### src/ibmw_pkg.sv
package ibmw_pkg;

   localparam int SLOT_COUNT          = 15;
   localparam int DIRECT_SLOTS        = 12;
   localparam int MAX_LOG_BLOCK       = 6;
   localparam int PTRS_LOG_BASE       = 8;
   localparam int BLOCK_LOG_BASE      = 10;
   localparam int WORD_SHIFT          = 2;
   localparam int QUEUE_DEPTH_DEFAULT = 2;
   localparam int IDX_W               = 32;
   localparam int ADDR_W              = 48;
   localparam int SPAN_W              = 44;

   typedef enum logic [1:0] {
      MODE_LOAD_SLOT   = 2'd0,
      MODE_SET_LIMIT   = 2'd1,
      MODE_LOOKUP      = 2'd2,
      MODE_READ_RETURN = 2'd3
   } mode_type;

   typedef enum logic [1:0] {
      KIND_READ_REQ  = 2'd0,
      KIND_FOUND     = 2'd1,
      KIND_RANGE     = 2'd2,
      KIND_FAILED    = 2'd3
   } kind_type;

   typedef enum logic [2:0] {
      CLS_DIRECT = 3'd0,
      CLS_LEVEL1 = 3'd1,
      CLS_LEVEL2 = 3'd2,
      CLS_LEVEL3 = 3'd3,
      CLS_PAST   = 3'd4
   } class_type;

   typedef struct packed {
      mode_type           mode;
      logic [3:0]         slot_index;
      logic [31:0]        value_word;
      logic [IDX_W-1:0]   logical_index;
      logic               read_failed;
      class_type          cls;
      logic [IDX_W-1:0]   offset;
   } entry_type;

   // index bits resolved by one indirect block
   function automatic logic [3:0] digit_bits(input logic [2:0] eff_log);
      digit_bits = 4'(PTRS_LOG_BASE) + {1'b0, eff_log};
   endfunction

endpackage

### src/indirect_block_map_walker.sv
// an accepted word is written into the queue, then the back end registers its result
// throughput: one word per cycle while busy is low; the back end drains the queue every cycle
// busy is high only while the queue between front and back end is full
// the receiver cannot stall; each result is shown for exactly one cycle
// synchronous reset clears pointer slots, block limit, walk state, queue and log_block_size
module indirect_block_map_walker
   import ibmw_pkg::*;
#(
   parameter int QUEUE_DEPTH = QUEUE_DEPTH_DEFAULT
)
(
   input  logic               clock,
   input  logic               reset,
   input  logic               start,
   output logic               busy,
   input  logic [1:0]         req_mode,
   input  logic [3:0]         req_slot_index,
   input  logic [31:0]        req_value_word,
   input  logic [IDX_W-1:0]   req_logical_index,
   input  logic               req_read_failed,
   output logic               rsp_strobe,
   output logic [1:0]         rsp_kind,
   output logic [ADDR_W-1:0]  rsp_read_address,
   output logic [31:0]        rsp_block_number,
   input  logic               csr_write_enable,
   input  logic [2:0]         csr_write_data
);

   logic [2:0] log_block_ff;
   logic [2:0] log_block_in;
   logic [2:0] eff_log;
   logic       push;
   entry_type  push_entry;
   logic       head_valid;
   entry_type  head_entry;
   logic       pop;
   logic       full;

   assign log_block_in = csr_write_enable ? csr_write_data : log_block_ff;
   assign eff_log      = (log_block_ff > 3'(MAX_LOG_BLOCK)) ? 3'(MAX_LOG_BLOCK) : log_block_ff;
   assign busy         = full;

   always_ff @(posedge clock) begin
      if (reset) begin
         log_block_ff <= '0;
      end else begin
         log_block_ff <= log_block_in;
      end
   end

   ibmw_front u_front (
      .start             (start),
      .busy              (full),
      .req_mode          (req_mode),
      .req_slot_index    (req_slot_index),
      .req_value_word    (req_value_word),
      .req_logical_index (req_logical_index),
      .req_read_failed   (req_read_failed),
      .eff_log           (eff_log),
      .push              (push),
      .push_entry        (push_entry)
   );

   ibmw_queue #(
      .DEPTH (QUEUE_DEPTH)
   ) u_queue (
      .clock      (clock),
      .reset      (reset),
      .push       (push),
      .push_entry (push_entry),
      .pop        (pop),
      .head_valid (head_valid),
      .head_entry (head_entry),
      .full       (full)
   );

   ibmw_back u_back (
      .clock            (clock),
      .reset            (reset),
      .item_valid       (head_valid),
      .item             (head_entry),
      .eff_log          (eff_log),
      .pop              (pop),
      .rsp_strobe       (rsp_strobe),
      .rsp_kind         (rsp_kind),
      .rsp_read_address (rsp_read_address),
      .rsp_block_number (rsp_block_number)
   );

endmodule

### src/ibmw_front.sv
module ibmw_front
   import ibmw_pkg::*;
(
   input  logic               start,
   input  logic               busy,
   input  logic [1:0]         req_mode,
   input  logic [3:0]         req_slot_index,
   input  logic [31:0]        req_value_word,
   input  logic [IDX_W-1:0]   req_logical_index,
   input  logic               req_read_failed,
   input  logic [2:0]         eff_log,
   output logic               push,
   output entry_type          push_entry
);

   logic [3:0]        k;
   logic [5:0]        k1;
   logic [5:0]        k2;
   logic [5:0]        k3;
   logic [SPAN_W-1:0] idx_w;
   logic [SPAN_W-1:0] span1;
   logic [SPAN_W-1:0] span2;
   logic [SPAN_W-1:0] span3;
   logic [SPAN_W-1:0] t1;
   logic [SPAN_W-1:0] t2;
   logic [SPAN_W-1:0] t3;
   logic [SPAN_W-1:0] base;
   logic [SPAN_W-1:0] diff;
   class_type         cls;

   assign push = start && !busy;

   always_comb begin
      k     = digit_bits(eff_log);
      k1    = {2'b00, k};
      k2    = k1 << 1;
      k3    = k1 + k2;
      span1 = SPAN_W'(1) << k1;
      span2 = SPAN_W'(1) << k2;
      span3 = SPAN_W'(1) << k3;
      t1    = SPAN_W'(DIRECT_SLOTS) + span1;
      t2    = t1 + span2;
      t3    = t2 + span3;
      idx_w = {{(SPAN_W-IDX_W){1'b0}}, req_logical_index};

      // first range that holds the index
      if (idx_w < SPAN_W'(DIRECT_SLOTS)) begin
         cls  = CLS_DIRECT;
         base = '0;
      end else if (idx_w < t1) begin
         cls  = CLS_LEVEL1;
         base = SPAN_W'(DIRECT_SLOTS);
      end else if (idx_w < t2) begin
         cls  = CLS_LEVEL2;
         base = t1;
      end else if (idx_w < t3) begin
         cls  = CLS_LEVEL3;
         base = t2;
      end else begin
         cls  = CLS_PAST;
         base = '0;
      end
      diff = idx_w - base;

      push_entry.mode          = mode_type'(req_mode);
      push_entry.slot_index    = req_slot_index;
      push_entry.value_word    = req_value_word;
      push_entry.logical_index = req_logical_index;
      push_entry.read_failed   = req_read_failed;
      push_entry.cls           = cls;
      push_entry.offset        = diff[IDX_W-1:0];
   end

endmodule

### src/ibmw_queue.sv
module ibmw_queue
   import ibmw_pkg::*;
#(
   parameter int DEPTH = QUEUE_DEPTH_DEFAULT
)
(
   input  logic      clock,
   input  logic      reset,
   input  logic      push,
   input  entry_type push_entry,
   input  logic      pop,
   output logic      head_valid,
   output entry_type head_entry,
   output logic      full
);

   localparam int PTR_W = (DEPTH > 1) ? $clog2(DEPTH) : 1;
   localparam int CNT_W = $clog2(DEPTH + 1);

   entry_type          entries_ff [DEPTH];
   logic [PTR_W-1:0]   wr_ptr_ff;
   logic [PTR_W-1:0]   wr_ptr_in;
   logic [PTR_W-1:0]   rd_ptr_ff;
   logic [PTR_W-1:0]   rd_ptr_in;
   logic [CNT_W-1:0]   count_ff;
   logic [CNT_W-1:0]   count_in;
   logic               do_push;
   logic               do_pop;

   assign head_valid = (count_ff != '0);
   assign full       = (count_ff == CNT_W'(DEPTH));
   assign head_entry = entries_ff[rd_ptr_ff];
   assign do_push    = push && !full;
   assign do_pop     = pop && head_valid;

   always_comb begin
      wr_ptr_in = wr_ptr_ff;
      rd_ptr_in = rd_ptr_ff;
      count_in  = count_ff;
      if (do_push) begin
         wr_ptr_in = (wr_ptr_ff == PTR_W'(DEPTH - 1)) ? '0 : wr_ptr_ff + PTR_W'(1);
      end
      if (do_pop) begin
         rd_ptr_in = (rd_ptr_ff == PTR_W'(DEPTH - 1)) ? '0 : rd_ptr_ff + PTR_W'(1);
      end
      if (do_push && !do_pop) begin
         count_in = count_ff + CNT_W'(1);
      end else if (do_pop && !do_push) begin
         count_in = count_ff - CNT_W'(1);
      end
   end

   always_ff @(posedge clock) begin
      if (reset) begin
         wr_ptr_ff <= '0;
         rd_ptr_ff <= '0;
         count_ff  <= '0;
      end else begin
         wr_ptr_ff <= wr_ptr_in;
         rd_ptr_ff <= rd_ptr_in;
         count_ff  <= count_in;
      end
   end

   always_ff @(posedge clock) begin
      if (do_push) begin
         entries_ff[wr_ptr_ff] <= push_entry;
      end
   end

endmodule

### src/ibmw_back.sv
module ibmw_back
   import ibmw_pkg::*;
(
   input  logic               clock,
   input  logic               reset,
   input  logic               item_valid,
   input  entry_type          item,
   input  logic [2:0]         eff_log,
   output logic               pop,
   output logic               rsp_strobe,
   output logic [1:0]         rsp_kind,
   output logic [ADDR_W-1:0]  rsp_read_address,
   output logic [31:0]        rsp_block_number
);

   logic [31:0]        slots_ff [SLOT_COUNT];
   logic [31:0]        slots_in [SLOT_COUNT];
   logic [31:0]        limit_ff;
   logic [31:0]        limit_in;
   logic [1:0]         levels_ff;
   logic [1:0]         levels_in;
   logic [IDX_W-1:0]   rem_ff;
   logic [IDX_W-1:0]   rem_in;
   logic               strobe_ff;
   logic               strobe_in;
   kind_type           kind_ff;
   kind_type           kind_in;
   logic [ADDR_W-1:0]  addr_ff;
   logic [ADDR_W-1:0]  addr_in;
   logic [31:0]        block_ff;
   logic [31:0]        block_in;

   logic [1:0]         cls_lv;
   logic [3:0]         rd_sel;
   logic [31:0]        slot_rd;
   logic               is_lookup;
   logic [31:0]        iss_ptr;
   logic [1:0]         iss_lv;
   logic [IDX_W-1:0]   iss_idx;
   logic [3:0]         k;
   logic [4:0]         sh;
   logic [IDX_W-1:0]   iss_slot;
   logic [IDX_W-1:0]   iss_rem;
   logic [4:0]         blk_shift;
   logic [ADDR_W-1:0]  iss_addr;

   assign pop              = item_valid;
   assign rsp_strobe       = strobe_ff;
   assign rsp_kind         = kind_ff;
   assign rsp_read_address = addr_ff;
   assign rsp_block_number = block_ff;

   // shared read-request path for lookups and returned words
   always_comb begin
      case (item.cls)
         CLS_LEVEL1: cls_lv = 2'd1;
         CLS_LEVEL2: cls_lv = 2'd2;
         CLS_LEVEL3: cls_lv = 2'd3;
         default:    cls_lv = 2'd0;
      endcase
      if (item.cls == CLS_DIRECT) begin
         rd_sel = item.logical_index[3:0];
      end else begin
         rd_sel = 4'(DIRECT_SLOTS - 1) + {2'b00, cls_lv};
      end
      slot_rd = (rd_sel < 4'(SLOT_COUNT)) ? slots_ff[rd_sel] : '0;

      is_lookup = (item.mode == MODE_LOOKUP);
      if (is_lookup) begin
         iss_ptr = slot_rd;
         iss_lv  = cls_lv;
         iss_idx = item.offset;
      end else begin
         iss_ptr = item.value_word;
         iss_lv  = levels_ff - 2'd1;
         iss_idx = rem_ff;
      end

      k = digit_bits(eff_log);
      case (iss_lv)
         2'd2:    sh = {1'b0, k};
         2'd3:    sh = {k, 1'b0};
         default: sh = '0;
      endcase
      iss_slot  = iss_idx >> sh;
      iss_rem   = iss_idx & ((IDX_W'(1) << sh) - IDX_W'(1));
      blk_shift = 5'(BLOCK_LOG_BASE) + {2'b00, eff_log};
      iss_addr  = ({{(ADDR_W-32){1'b0}}, iss_ptr} << blk_shift)
                + ({{(ADDR_W-IDX_W){1'b0}}, iss_slot} << WORD_SHIFT);
   end

   always_comb begin
      slots_in  = slots_ff;
      limit_in  = limit_ff;
      levels_in = levels_ff;
      rem_in    = rem_ff;
      strobe_in = 1'b0;
      kind_in   = kind_ff;
      addr_in   = '0;
      block_in  = '0;

      if (item_valid) begin
         case (item.mode)
            MODE_LOAD_SLOT: begin
               if (item.slot_index < 4'(SLOT_COUNT)) begin
                  slots_in[item.slot_index] = item.value_word;
               end
            end
            MODE_SET_LIMIT: begin
               limit_in = item.value_word;
            end
            MODE_LOOKUP: begin
               levels_in = '0;
               rem_in    = '0;
               strobe_in = 1'b1;
               if (item.logical_index >= limit_ff || item.cls == CLS_PAST) begin
                  kind_in = KIND_RANGE;
               end else if (item.cls == CLS_DIRECT) begin
                  kind_in  = KIND_FOUND;
                  block_in = slot_rd;
               end else if (iss_ptr == '0) begin
                  kind_in = KIND_FOUND;
               end else begin
                  kind_in   = KIND_READ_REQ;
                  addr_in   = iss_addr;
                  levels_in = iss_lv;
                  rem_in    = iss_rem;
               end
            end
            MODE_READ_RETURN: begin
               if (levels_ff != '0) begin
                  strobe_in = 1'b1;
                  levels_in = '0;
                  rem_in    = '0;
                  if (item.read_failed) begin
                     kind_in = KIND_FAILED;
                  end else if (levels_ff == 2'd1) begin
                     kind_in  = KIND_FOUND;
                     block_in = item.value_word;
                  end else if (iss_ptr == '0) begin
                     kind_in = KIND_FOUND;
                  end else begin
                     kind_in   = KIND_READ_REQ;
                     addr_in   = iss_addr;
                     levels_in = iss_lv;
                     rem_in    = iss_rem;
                  end
               end
            end
            default: begin
               strobe_in = 1'b0;
            end
         endcase
      end
   end

   always_ff @(posedge clock) begin
      if (reset) begin
         for (int i = 0; i < SLOT_COUNT; i++) begin
            slots_ff[i] <= '0;
         end
         limit_ff  <= '0;
         levels_ff <= '0;
         rem_ff    <= '0;
         strobe_ff <= 1'b0;
      end else begin
         slots_ff  <= slots_in;
         limit_ff  <= limit_in;
         levels_ff <= levels_in;
         rem_ff    <= rem_in;
         strobe_ff <= strobe_in;
      end
   end

   always_ff @(posedge clock) begin
      kind_ff  <= kind_in;
      addr_ff  <= addr_in;
      block_ff <= block_in;
   end

endmodule
### config.mk
export PLATFORM = sky130hd
export DESIGN_NAME = indirect_block_map_walker
export DESIGN_NICKNAME = d
export VERILOG_FILES = /design/src/ibmw_pkg.sv /design/src/indirect_block_map_walker.sv /design/src/ibmw_front.sv /design/src/ibmw_queue.sv /design/src/ibmw_back.sv
export SDC_FILE = /design/constraint.sdc
export NUM_CORES = 2
export LEC_CHECK = 0
export BUFFER_PORTS_ARGS = -buffer_cell sky130_fd_sc_hd__buf_2
export CORE_MARGIN = 2
export CORE_UTILIZATION = 65
export DETAILED_ROUTE_END_ITERATION = 6
export PLACE_DENSITY_LB_ADDON = 0.05
export SYNTH_ARGS = -nofsm -noshare
export SYNTH_HDL_FRONTEND = slang
export SYNTH_SLANG_ARGS = --single-unit
### constraint.sdc
create_clock -name clock -period 21.5 [get_ports clock]
set_clock_uncertainty 0.2 [all_clocks]
set_input_delay 3.225 -clock clock [delete_from_list [all_inputs] [get_ports clock]]
set_output_delay 3.225 -clock clock [all_outputs]
set_load 0.01 [all_outputs]
==> impl_metrics.json <==
{
  "synth.distinct_cells": 99,
  "finalMaxSlewViolations": 0,
  "ios": 162,
  "maxCapViolations": 0,
  "status": "complete, but fails checks",
  "fin_crit_ps": 11510,
  "pwr-share-comb_pct": 43.0,
  "area_growth_pct": 9.78,
  "finalSetupTns_ps": 0,
  "clock_latency_ps": 670,
  "cts_buffer_depth": 3,
  "violations": "DRC",
  "period_share_pct": 53.5,
  "grt_pass1_wl_um": 212000,
  "fin_nets": 5075,
  "avgSynthCellArea_sq_um": 8.91,
  "synthCells": 4894,
  "ir_worst_vdd_mv": 0.117,
  "dp_hpwl_um": 91900,
  "cts.sink_count": 845,
  "postRouteWirelength_um": 140000,
  "antenna_found_initial": 6,
  "core_area_sq_um": 66100,
  "r2r_cells": 37,
  "ys_async_sr_fraction_pct": 0,
  "max_freq_mhz": 86.9,
  "fillers": 5096,
  "post_cts_buffers": 0,
  "die_w_um": 263,
  "finalHoldViolations": 0,
  "die_area_sq_um": 69200,
  "p_seq_share_pct": 30.8,
  "power_frac_clock_pct": 26.2,
  "drc": 40,
  "cts.reportedPaths.clkPinSlew_ps": 60,
  "start_util_pct": 66.0,
  "p_int_uw": 3450,
  "htreeDepth": 3,
  "numPortBuffers": 161,
  "relSlewSlack_pct": 18.6,
  "numCtsBuffers": 86,
  "setup_viol": 0,
  "post_drt_wl_per_cell_um": 24.2,
  "grt_use_total_pct": 39.2,
  "rsz0062_at_grt": "no",
  "post_cts_resized": 0,
  "worstPathArrival_ps": 11710,
  "cts_hold_buf": 0,
  "powerDensity_nw_per_um2": 124,
  "critPathSlowestCell": "fa_1",
  "p_sw_share_pct": 42.1,
  "cp_max_fo": 18,
  "ant_nets": 0,
  "switchingPower_uw": 2510,
  "yosysSeqAreaShare_pct": 43.6,
  "post_drt_via_cell_ratio": 6.67,
  "gp_congestion": 0.987,
  "cp-end-kind": "flop",
  "syn_area_sq_um": 43600,
  "num_vias": 38600,
  "final_common_cell": "nor2_1",
  "cts_tree": "done",
  "row_count": 94,
  "ys_warn_count": 0,
  "grt_max_degree": 215,
  "drtPass1Iterations": 7,
  "max_stage_delay_ps": 1030,
  "fp.dieH_um": 263,
  "final_cell_mix": "nor2_1 (836), dfxtp_1 (634), a211oi_1 (572)",
  "synth_ff_type": "dfxtp_1",
  "p_leak_uw": 0.0172,
  "hp-class": "flop to flop",
  "tightest_slew_ps": 1210,
  "hold_depth": 2,
  "hold_slack_ps": 262,
  "grt_overflow_total": 0,
  "start_kind": "flop",
  "cp.required_ps": 21700,
  "synth_edf_count": 210,
  "first_global_vias": 35500,
  "first_iter_violations": 5080,
  "yosys_register_bits": 845,
  "critPathKind": "flop to flop",
  "drive_gt1_share_pct": 11.8,
  "root_buffer": "clkbuf_16"
}
worst paths after layout:
path	startpoint	end	slack (ps)
worst max-delay path	log_block_ff[1]	u_queue.entries_ff[0][31]	9990
worst min-delay path	u_back.rem_ff[10]	u_back.rem_ff[10]	260
worst max register to register	log_block_ff[1]	u_queue.entries_ff[0][31]	9990
worst min register to register	u_back.rem_ff[10]	u_back.rem_ff[10]	260
cell usage after synthesis, types with 11 or more instances:
cell type  instances  area, sq um
nor2_1           855         3210
dfxtp_1          635        12700
a211oi_1         572         4290
nand2_1          400         1500
clkbuf_1         292         1100
mux2i_1          246         2460
edfxtp_1         210         6310
a21oi_1          188          941
o21ai_0          154          771
ha_1             147         1840
nand3_1          106          531
inv_1             84          315
nor3_1            74          370
buf_2             67          335
mux2_2            58          653
a32oi_1           48          420
a21o_1            46          345
and3_1            42          263
a31oi_1           41          257
nand4_1           34          213
nand2b_1          31          194
o21a_1            30          225
xor2_1            30          263
a22oi_1           28          210
o211ai_1          26          195
or3_1             23          144
o31ai_1           22          165
and2_1            21          131
buf_1             21         78.8
buf_4             20          150
nor4_1            20          125
xnor2_1           20          175
nor2b_1           19          119
o22ai_1           18          113
a311oi_1          17          149
a311o_1           16          160
o21ai_1           14         70.1
o221ai_1          14          123
o22a_1            12          105
a2111oi_0         11         96.3
a31o_2            11         96.3
power groups by stage:
stage / Sequential, uW / Combinational [uW] / Clock [uW]
floorplan: 1850 / 1680 / 0
global placement: 1860 / 2430 / 0
detailed placement: 1870 / 2450 / 0
CTS: 1840 / 2460 / 1560
global route: 1850 / 2700 / 1620
finish: 1840 / 2560 / 1560
state kept, by name (all words and copies together), names as in the netlist, named ones only:
name	count
u_back.rsp_read_address	48
u_queue.count_ff	2
u_queue.entries_ff	208
u_back.rsp_block_number	32
u_back.slots_ff	480
u_queue.wr_ptr_ff	1
u_back.rsp_strobe	1
u_queue.rd_ptr_ff	1
log_block_ff	3
u_back.limit_ff	32
u_back.rsp_kind	2
u_back.levels_ff	2
u_back.rem_ff	32
per-layer routing:
layer  up-vias  global-route usage (%)  wire (um)  share of wire (%)
li1      17900                       -          -                  -
met1     18000                    53.8      57100                 41
met2      2242                    57.1      58800                 42
met3       483                    11.0      17000                 12
met4         6                    18.5       7230                5.2
met5         -                       0         35              0.025
through the flow:
stage | cell area (sq um) | instances | worst slack, ps | power, uW | utilization, %
CTS | 47900 | 5784 | 10180 | 5860 | 72.4
detailed placement | 45000 | 5624 | 10190 | 4320 | 68.0
global placement | 45000 | 5624 | 10440 | 4300 | 68.0
floorplan | 43700 | 4902 | 12150 | 3540 | -
finish | 47900 | 5786 | 9990 | 5960 | 72.5
global route | 47900 | 5786 | 9360 | 6180 | 72.5
critical path, delay by kind of cell (launching register included):
kind | cells | cell delay, ps
simple gates | 10 | 2730
compound gates | 19 | 4780
flops | 1 | 640
fa+ha+maj | 4 | 1840
buf+inv | 2 | 790
xor+xnor | 2 | 260
cell type report:
type	count	area, sq um	share of cell area (%)
Inverter	86	323	0.674
Tap cell	864	1080	2.26
Antenna cell	2	5.00	0.0105
Clock buffer	117	2370	4.95
Sequential cell	845	19000	39.7
Timing Repair Buffer	265	1620	3.39
Multi-Input combinational cell	3564	22900	47.9
Clock inverter	43	547	1.14
cell families after synthesis:
family                     Yosys count  synth area share [%]
AOI/OAI and AO/OA                 1367                  22.3
xor gates and xnor gates            50                  1.00
adders and majority gates          149                  4.31
buffers and inverters              493                  4.73
DFF                                845                  43.6
muxes                              312                  7.53
other                                2                0.0172
and+or+nand+nor                   1676                  16.6
Note: power is estimated with default switching activity, not from simulation.
